===== config.mk =====
export PLATFORM = sky130hd
export DESIGN_NAME = block_table_heap_allocator_top
export DESIGN_NICKNAME = d
export VERILOG_FILES = /design/src/rtl/core/bthalloc_pkg.sv /design/src/rtl/core/block_table_heap_allocator_top.sv /design/src/rtl/core/bthalloc_ram.sv
export SDC_FILE = /design/constraint.sdc
export NUM_CORES = 2
export LEC_CHECK = 0
export BUFFER_PORTS_ARGS = -buffer_cell sky130_fd_sc_hd__buf_2
export CORE_MARGIN = 2
export CORE_UTILIZATION = 40
export DETAILED_ROUTE_END_ITERATION = 7
export PLACE_DENSITY = 0.52
export SLEW_MARGIN = 0
export SYNTH_ARGS = -nofsm -noshare
export SYNTH_HDL_FRONTEND = slang
export SYNTH_SLANG_ARGS = --single-unit

===== constraint.sdc =====
create_clock -name clock -period 102 [get_ports clock]
set_input_delay 20.4 -clock clock [delete_from_list [all_inputs] [get_ports clock]]
set_output_delay 20.4 -clock clock [all_outputs]
set_load 0.03 [all_outputs]

===== src/rtl/core/bthalloc_pkg.sv =====
package bthalloc_pkg;

   // default sizes
   localparam int TABLE_DEPTH_DEF = 1024;
   localparam int BLOCK_BYTES_DEF = 4096;

   // table entry layout: taken, first of run, has next
   localparam int ENTRY_W   = 3;
   localparam int ENT_TAKEN = 0;
   localparam int ENT_FIRST = 1;
   localparam int ENT_NEXT  = 2;

   // operation codes
   localparam logic OP_ALLOC = 1'b0;
   localparam logic OP_FREE  = 1'b1;

   // status codes
   localparam logic [1:0] STATUS_OK    = 2'd0;
   localparam logic [1:0] STATUS_NOMEM = 2'd1;
   localparam logic [1:0] STATUS_RANGE = 2'd2;

   // register map
   localparam int         CSR_AW        = 3;
   localparam logic       CSR_HEAP_BASE = 1'b0;
   localparam logic       CSR_BLOCKS    = 1'b1;
   localparam int         BLOCKS_W      = 11;
   localparam logic [10:0] BLOCKS_RESET = 11'd1024;

   typedef struct packed {
      logic        operation;
      logic [31:0] request_bytes;
      logic [31:0] free_address;
   } req_type;

   typedef struct packed {
      logic [31:0] result_address;
      logic [1:0]  status;
   } rsp_type;

endpackage


===== src/rtl/core/block_table_heap_allocator_top.sv =====
// First-fit block table heap allocator.
//
// Request channel (req_valid/req_ready/req_data) takes one word per item:
// an allocate (byte count) or a free (start address). Each item gives one
// word on the response channel (rsp_valid/rsp_ready/rsp_data): base address
// and status. heap_base and blocks_in_use are set through the csr_ APB port
// (byte addresses 0 and 4); the user must write them only while the block is
// idle, which the block itself leaves unchecked.
//
// One item is handled at a time. After acceptance a shift turns the byte count
// or the address offset into blocks (BLOCK_BYTES is a power of two). An
// allocate then scans the table one entry per cycle up to the end of the first
// fitting run (at most blocks_in_use entries) and marks the run one entry per
// cycle; a free clears its has-next chain one entry per cycle. A request that
// fails the size or range check after the shift goes straight to the response,
// and an address below heap_base skips the shift as well. The next word can be
// taken in the cycle after the response is loaded. The single table memory
// port pair limits the scan, mark and walk to one entry at a time.
//
// After reset the table is cleared in a pass over all TABLE_DEPTH entries,
// during which req_ready is low. A stalled response waits in the output register;
// the next request is still accepted and held until that word is taken.
module block_table_heap_allocator_top #(
   parameter int TABLE_DEPTH = bthalloc_pkg::TABLE_DEPTH_DEF,
   parameter int BLOCK_BYTES = bthalloc_pkg::BLOCK_BYTES_DEF
) (
   input  logic                              clock,
   input  logic                              reset,
   input  logic                              req_valid,
   output logic                              req_ready,
   input  bthalloc_pkg::req_type             req_data,
   output logic                              rsp_valid,
   input  logic                              rsp_ready,
   output bthalloc_pkg::rsp_type             rsp_data,
   input  logic                              csr_psel,
   input  logic                              csr_penable,
   input  logic                              csr_pwrite,
   input  logic [bthalloc_pkg::CSR_AW-1:0]   csr_paddr,
   input  logic [31:0]                       csr_pwdata,
   output logic [31:0]                       csr_prdata,
   output logic                              csr_pready
);

   import bthalloc_pkg::*;

   localparam int AW  = $clog2(TABLE_DEPTH);
   localparam int NW  = $clog2(TABLE_DEPTH + 1);
   localparam int CW  = (NW > BLOCKS_W) ? NW : BLOCKS_W;
   localparam int RW  = $clog2(BLOCK_BYTES);
   localparam int DW  = 33;
   localparam int QW  = DW - RW;

   typedef enum logic [6:0] {
      ST_CLEAR = 7'b0000001,
      ST_IDLE  = 7'b0000010,
      ST_DIV   = 7'b0000100,
      ST_SCAN  = 7'b0001000,
      ST_MARK  = 7'b0010000,
      ST_WALK  = 7'b0100000,
      ST_DONE  = 7'b1000000
   } state_type;

   state_type     state_ff, state_in;
   logic [31:0]   heap_base_ff, heap_base_in;
   logic [BLOCKS_W-1:0] blocks_ff, blocks_in;
   logic          op_ff, op_in;
   logic [DW-1:0] dvd_ff, dvd_in;
   logic [NW-1:0] idx_ff, idx_in;
   logic [NW-1:0] run_ff, run_in;
   logic [NW-1:0] want_ff, want_in;
   logic [NW-1:0] start_ff, start_in;
   logic [31:0]   addr_ff, addr_in;
   logic [31:0]   start_addr_ff, start_addr_in;
   logic [31:0]   res_addr_ff, res_addr_in;
   logic [1:0]    res_status_ff, res_status_in;
   rsp_type       rsp_ff, rsp_in;
   logic          rsp_valid_ff, rsp_valid_in;

   logic               ram_we;
   logic [AW-1:0]      ram_waddr, ram_raddr;
   logic [ENTRY_W-1:0] ram_wdata, ram_rdata;

   logic [CW-1:0] blocks_wide;
   logic [NW-1:0] heap_n;
   logic          csr_wr;
   logic [QW-1:0] quo;
   logic [NW-1:0] idx_nxt, run_inc;
   logic          ent_free;

   // configuration registers
   assign csr_pready = 1'b1;
   assign csr_wr     = csr_psel & csr_penable & csr_pwrite & csr_pready;

   always_comb begin
      heap_base_in = heap_base_ff;
      blocks_in    = blocks_ff;
      if (csr_wr) begin
         unique case (csr_paddr[2])
            CSR_HEAP_BASE: heap_base_in = csr_pwdata;
            CSR_BLOCKS:    blocks_in    = csr_pwdata[BLOCKS_W-1:0];
            default:       heap_base_in = heap_base_ff;
         endcase
      end
   end

   always_comb begin
      unique case (csr_paddr[2])
         CSR_HEAP_BASE: csr_prdata = heap_base_ff;
         CSR_BLOCKS:    csr_prdata = {{(32 - BLOCKS_W){1'b0}}, blocks_ff};
         default:       csr_prdata = 32'd0;
      endcase
   end

   // effective heap size, clipped to the table
   assign blocks_wide = CW'(blocks_ff);
   assign heap_n = (blocks_wide < CW'(TABLE_DEPTH)) ? NW'(blocks_wide) : NW'(TABLE_DEPTH);

   // block count: the rounded byte count or the offset shifted by the block size
   assign quo = dvd_ff[DW-1:RW];

   assign idx_nxt  = idx_ff + NW'(1);
   assign run_inc  = run_ff + NW'(1);
   assign ent_free = !ram_rdata[ENT_TAKEN];

   assign req_ready = (state_ff == ST_IDLE);

   // sequencer
   always_comb begin
      state_in      = state_ff;
      op_in         = op_ff;
      dvd_in        = dvd_ff;
      idx_in        = idx_ff;
      run_in        = run_ff;
      want_in       = want_ff;
      start_in      = start_ff;
      addr_in       = addr_ff;
      start_addr_in = start_addr_ff;
      res_addr_in   = res_addr_ff;
      res_status_in = res_status_ff;
      rsp_in        = rsp_ff;
      rsp_valid_in  = rsp_valid_ff & ~rsp_ready;
      ram_we        = 1'b0;
      ram_waddr     = idx_ff[AW-1:0];
      ram_wdata     = '0;
      ram_raddr     = idx_ff[AW-1:0];

      unique case (state_ff)
         ST_CLEAR: begin
            ram_we = 1'b1;
            idx_in = idx_nxt;
            if (idx_nxt == NW'(TABLE_DEPTH)) begin
               idx_in   = '0;
               state_in = ST_IDLE;
            end
         end

         ST_IDLE: begin
            if (req_valid) begin
               op_in   = req_data.operation;
               res_addr_in = 32'd0;
               if (req_data.operation == OP_ALLOC) begin
                  dvd_in   = {1'b0, req_data.request_bytes} + DW'(BLOCK_BYTES - 1);
                  state_in = ST_DIV;
               end else if (req_data.free_address < heap_base_ff) begin
                  res_status_in = STATUS_RANGE;
                  state_in      = ST_DONE;
               end else begin
                  dvd_in   = {1'b0, req_data.free_address - heap_base_ff};
                  state_in = ST_DIV;
               end
            end
         end

         ST_DIV: begin
            if (op_ff == OP_ALLOC) begin
               if (quo == '0 || quo > QW'(heap_n)) begin
                  res_status_in = STATUS_NOMEM;
                  state_in      = ST_DONE;
               end else begin
                  want_in   = quo[NW-1:0];
                  idx_in    = '0;
                  run_in    = '0;
                  addr_in   = heap_base_ff;
                  ram_raddr = '0;
                  state_in  = ST_SCAN;
               end
            end else begin
               if (quo >= QW'(heap_n)) begin
                  res_status_in = STATUS_RANGE;
                  state_in      = ST_DONE;
               end else begin
                  idx_in    = quo[NW-1:0];
                  ram_raddr = quo[AW-1:0];
                  state_in  = ST_WALK;
               end
            end
         end

         // read data of idx_ff arrives now; the next entry is read ahead
         ST_SCAN: begin
            addr_in   = addr_ff + 32'(BLOCK_BYTES);
            idx_in    = idx_nxt;
            ram_raddr = idx_nxt[AW-1:0];
            if (ent_free) begin
               run_in = run_inc;
               if (run_ff == '0) begin
                  start_in      = idx_ff;
                  start_addr_in = addr_ff;
               end
            end else begin
               run_in = '0;
            end
            if (ent_free && run_inc == want_ff) begin
               idx_in   = (run_ff == '0) ? idx_ff : start_ff;
               run_in   = want_ff;
               state_in = ST_MARK;
            end else if (idx_nxt == heap_n) begin
               res_status_in = STATUS_NOMEM;
               state_in      = ST_DONE;
            end
         end

         ST_MARK: begin
            ram_we               = 1'b1;
            ram_wdata[ENT_TAKEN] = 1'b1;
            ram_wdata[ENT_FIRST] = (idx_ff == start_ff);
            ram_wdata[ENT_NEXT]  = (run_ff != NW'(1));
            idx_in = idx_nxt;
            run_in = run_ff - NW'(1);
            if (run_ff == NW'(1)) begin
               res_addr_in   = start_addr_ff;
               res_status_in = STATUS_OK;
               state_in      = ST_DONE;
            end
         end

         // clear the entry just read, follow has-next, stopping at the heap end
         ST_WALK: begin
            ram_we = 1'b1;
            if (ram_rdata[ENT_NEXT] && idx_nxt != heap_n) begin
               idx_in    = idx_nxt;
               ram_raddr = idx_nxt[AW-1:0];
            end else begin
               res_status_in = STATUS_OK;
               state_in      = ST_DONE;
            end
         end

         ST_DONE: begin
            if (!rsp_valid_ff || rsp_ready) begin
               rsp_in.result_address = res_addr_ff;
               rsp_in.status         = res_status_ff;
               rsp_valid_in          = 1'b1;
               state_in              = ST_IDLE;
            end
         end

         default: state_in = ST_IDLE;
      endcase
   end

   // control state
   always_ff @(posedge clock) begin
      if (reset) begin
         state_ff     <= ST_CLEAR;
         idx_ff       <= '0;
         rsp_valid_ff <= 1'b0;
         heap_base_ff <= 32'd0;
         blocks_ff    <= BLOCKS_RESET;
      end else begin
         state_ff     <= state_in;
         idx_ff       <= idx_in;
         rsp_valid_ff <= rsp_valid_in;
         heap_base_ff <= heap_base_in;
         blocks_ff    <= blocks_in;
      end
   end

   // datapath
   always_ff @(posedge clock) begin
      op_ff         <= op_in;
      dvd_ff        <= dvd_in;
      run_ff        <= run_in;
      want_ff       <= want_in;
      start_ff      <= start_in;
      addr_ff       <= addr_in;
      start_addr_ff <= start_addr_in;
      res_addr_ff   <= res_addr_in;
      res_status_ff <= res_status_in;
      rsp_ff        <= rsp_in;
   end

   assign rsp_valid = rsp_valid_ff;
   assign rsp_data  = rsp_ff;

   // block table
   bthalloc_ram #(
      .WIDTH (ENTRY_W),
      .DEPTH (TABLE_DEPTH)
   ) u_table (
      .clock (clock),
      .we    (ram_we),
      .waddr (ram_waddr),
      .wdata (ram_wdata),
      .raddr (ram_raddr),
      .rdata (ram_rdata)
   );

   // checks
   a_scan_no_write: assert property (@(posedge clock) disable iff (reset)
      state_ff == ST_SCAN |-> !ram_we)
      else $error("table written during scan");

   a_scan_run_short: assert property (@(posedge clock) disable iff (reset)
      state_ff == ST_SCAN |-> run_ff < want_ff)
      else $error("scan run reached request without marking");

   a_mark_taken: assert property (@(posedge clock) disable iff (reset)
      state_ff == ST_MARK |-> ram_we && ram_wdata[ENT_TAKEN])
      else $error("mark wrote a free entry");

   a_rsp_from_done: assert property (@(posedge clock) disable iff (reset)
      $rose(rsp_valid_ff) |-> $past(state_ff) == ST_DONE)
      else $error("response raised outside done");

endmodule


===== src/rtl/core/bthalloc_ram.sv =====
module bthalloc_ram #(
   parameter int WIDTH = 8,
   parameter int DEPTH = 16
) (
   input  logic                     clock,
   input  logic                     we,
   input  logic [$clog2(DEPTH)-1:0] waddr,
   input  logic [WIDTH-1:0]         wdata,
   input  logic [$clog2(DEPTH)-1:0] raddr,
   output logic [WIDTH-1:0]         rdata
);

   logic [WIDTH-1:0] mem [DEPTH];
   logic [WIDTH-1:0] rdata_ff;

   // one write port, one registered read port
   always_ff @(posedge clock) begin
      if (we) begin
         mem[waddr] <= wdata;
      end
      rdata_ff <= mem[raddr];
   end

   assign rdata = rdata_ff;

endmodule

==> summary.txt <==
CTS
  • Setup Buffers After CTS: 0
  • Reg clk slew, reported paths: 0.06 ns
  • Clock latency at the later pin of the worst-skew pair: 0.90 ns
  • CTS resizes: 0
  • CTS buffer count: 236
  • Clock Path Buffers: 3
  • CTS tree: done
  • Clock sinks: 2299
  • H-tree levels: 4
  • Clock Tree Root: clkbuf_16
  • Hold Buf Count CTS: 0

Synth
  • Synthesized cell area: 0.09706 mm2
  • Sequential element share of the synthesized area: 0.7046
  • Synth Warn #: 0
  • Top_reg_cell synth: edfxtp_1
  • EDFF count, synth: 2235
  • Ys async rst share: 0
  • FF+latch count, synth: 2299
  • Synth cell types: 90
  • Syn Area/Cell: 14.55 um2
  • Post-Syn Nets: 6829
  • Post-Syn Instances: 6671

Critical path
  • Worst Path Arrival: 21.65 ns
  • CP Class: input pin to output pin
  • Maximum fanout along the worst path: 45
  • Crit end category: output pin
  • Critical Path RT: 81.60 ns
  • Setup crit start kind: input pin

Timing
  • Setup_tns: 0 ns
  • Final Setup Violations: 0
  • Fin crit period: 42.05 ns
  • Max-slew violation count: 0
  • Final Skew: 0.04791 ns
  • Slew margin rel.: 0.1175
  • RSZ-0062 raised after global routing: false
  • Crit share post-route: 0.4122
  • Fmax: 23.78 MHz
  • Final Hold Fails: 0
  • Slew @ Worst Pin: 1.322 ns

Placement
  • Detailed Place HPWL: 167200 um
  • RD Place Congestion: 0.8451
  • Port bufs: 172

Floorplanning
  • Num rows: 180
  • Core footprint: 0.2410 mm2
  • Boundary Pins: 176
  • Initial core utilization: 0.4028
  • DIE HEIGHT: 496.6 um
  • Die Span X: 496.6 um
  • Die area: 0.2466 mm2

Drt
  • Post-DRT Antenna Nets: 0
  • DR iter-0 viols: 6615
  • Final wirelength: 292400 um
  • DR vias/cell: 5.811
  • Routed len/inst: 28.81 um
  • DRC violations left: 0
  • Vias: 58980
  • DRT Pass-1 Iters: 5

Finish
  • Share of cells above drive strength 1: 0.1598
  • Nets: 6914
  • Final core utilization: 0.4526
  • Most common cell after layout, fill and taps aside: edfxtp_1
  • Most frequent cells in the layout: edfxtp_1 (2235), nor2_1 (1129), nand2_1 (709)
  • Layout Area Growth over Synthesis: 12.36%

Power and ir drop
  • PwrDens: 20.46 mW/mm2
  • Flop pwr share: 0.460
  • Worst VDD drop: 0.02208 mV
  • Int Pwr: 1.642 mW
  • Switching pwr: 0.5897 mW
  • Clock power frac: 0.392
  • Combinational power share: 0.147
  • Net Sw Frac: 0.2643
  • Leak pwr: 30.77 nW

Hold path
  • Worst Hold Class: register to register

Global routing
  • First-pass GRT wire length: 420000 um
  • GRT overflow: 0
  • Vias in the first global route: 59560
  • Largest net degree at the start of global routing: 229
  • GRT Total Usage: 0.2353
  • Antenna violations before repair: 20

Status
  • Status: finished, final reports clean

Job
  • Max Cap Viol: 0
path summary, 6_finish.rpt:
check	from	end	slack, ns	cells after the start
setup / recovery	csr_paddr[2]	csr_prdata[0]	59.95	3
hold reg to reg	res_addr_ff[8]	rsp_data[10]	0.42	0
setup reg to reg	idx_ff[0]	u_table.rdata[2]	92.69	19
hold / removal	res_addr_ff[8]	rsp_data[10]	0.42	0
synthesized netlist by cell type, drive strengths merged, types with 43 or more instances:
cell	count	area share
edfxtp	2235	0.69
nor2	1141	0.044
nand2	742	0.029
mux4	336	0.078
clkbuf	311	0.012
nand3	225	0.012
buf	189	0.013
a21oi	152	0.0079
mux2i	133	0.014
a22oi	115	0.0089
o21ai	111	0.0057
inv	87	0.0034
dfxtp	64	0.013
nor3	52	0.0028
ha	51	0.0066
a31oi	50	0.0032
and3	50	0.0032
and2	47	0.0030
nand4	46	0.0030
xnor2	43	0.0039
state kept, by name (all words and copies together) (netlist names):
name,count
start_ff,11
u_table.mem,2048
u_table.rdata,2
res_status_ff,2
op_ff,1
res_addr_ff,32
run_ff,11
state_ff,7
heap_base_ff,32
dvd_ff,21
rsp_data,34
want_ff,11
start_addr_ff,32
rsp_valid,1
blocks_ff,11
idx_ff,11
addr_ff,32
through the flow:
stage                     instances  area (um2)  power (mW)  hold slack [ns]  setup WS [ns]
after detailed placement       9703      101300       1.378           0.4045          59.95
after floorplan                6671       97060       1.282           0.4003          57.48
after global routing          10150      109000       2.303           0.4226          59.89
after CTS                     10140      109000       2.247           0.4193          59.95
after global placement         9703      101300       1.378           0.4005          59.99
final                         10150      109100       2.231           0.4156          59.95
area by class of cell:
| cell class | instances | area [um2] |
|---|---|---|
| diodes | 6 | 15.01 |
| clock buffers | 311 | 6364 |
| clock inverters | 129 | 1416 |
| fillers | 21530 | 131900 |
| inverters | 88 | 337.8 |
| multi-input cells | 3784 | 26260 |
| flip-flops and latches | 2299 | 68400 |
| well taps | 3185 | 3985 |
| repair buffers | 347 | 2287 |
metal layers:
layer	part of all wire	up-vias	global-route usage
met5	0.00020	-	0
met4	0.029	8	0.07160
met3	0.069	412	0.03287
met2	0.47	2294	0.3778
met1	0.43	30860	0.3335
li1	-	25410	-
power by group through the flow:
stage / combinational, mW / clock [mW] / sequential (mW)
2_1_floorplan: 0.237 / 0 / 1.04
3_3_place_gp: 0.330 / 0 / 1.05
3_5_place_dp: 0.331 / 0 / 1.05
5_1_grt: 0.352 / 0.924 / 1.03
6_report: 0.329 / 0.875 / 1.03
4_1_cts: 0.331 / 0.888 / 1.03
critical path: stages:
cell and delay, ns:
buf_2 0.61, mux2_2 0.41, buf_2 0.20
cell families after synthesis:
logic type	after synthesis	synth area share
adders and majority gates	51	0.006574
muxes	494	0.09500
AOI/OAI and AO/OA	722	0.05114
other	1	0.00003863
DFF	2299	0.7046
and+or+nand+nor	2430	0.1062
xor gates and xnor gates	86	0.008044
buffers and inverters	588	0.02841
(Power assumes the default switching activity.)
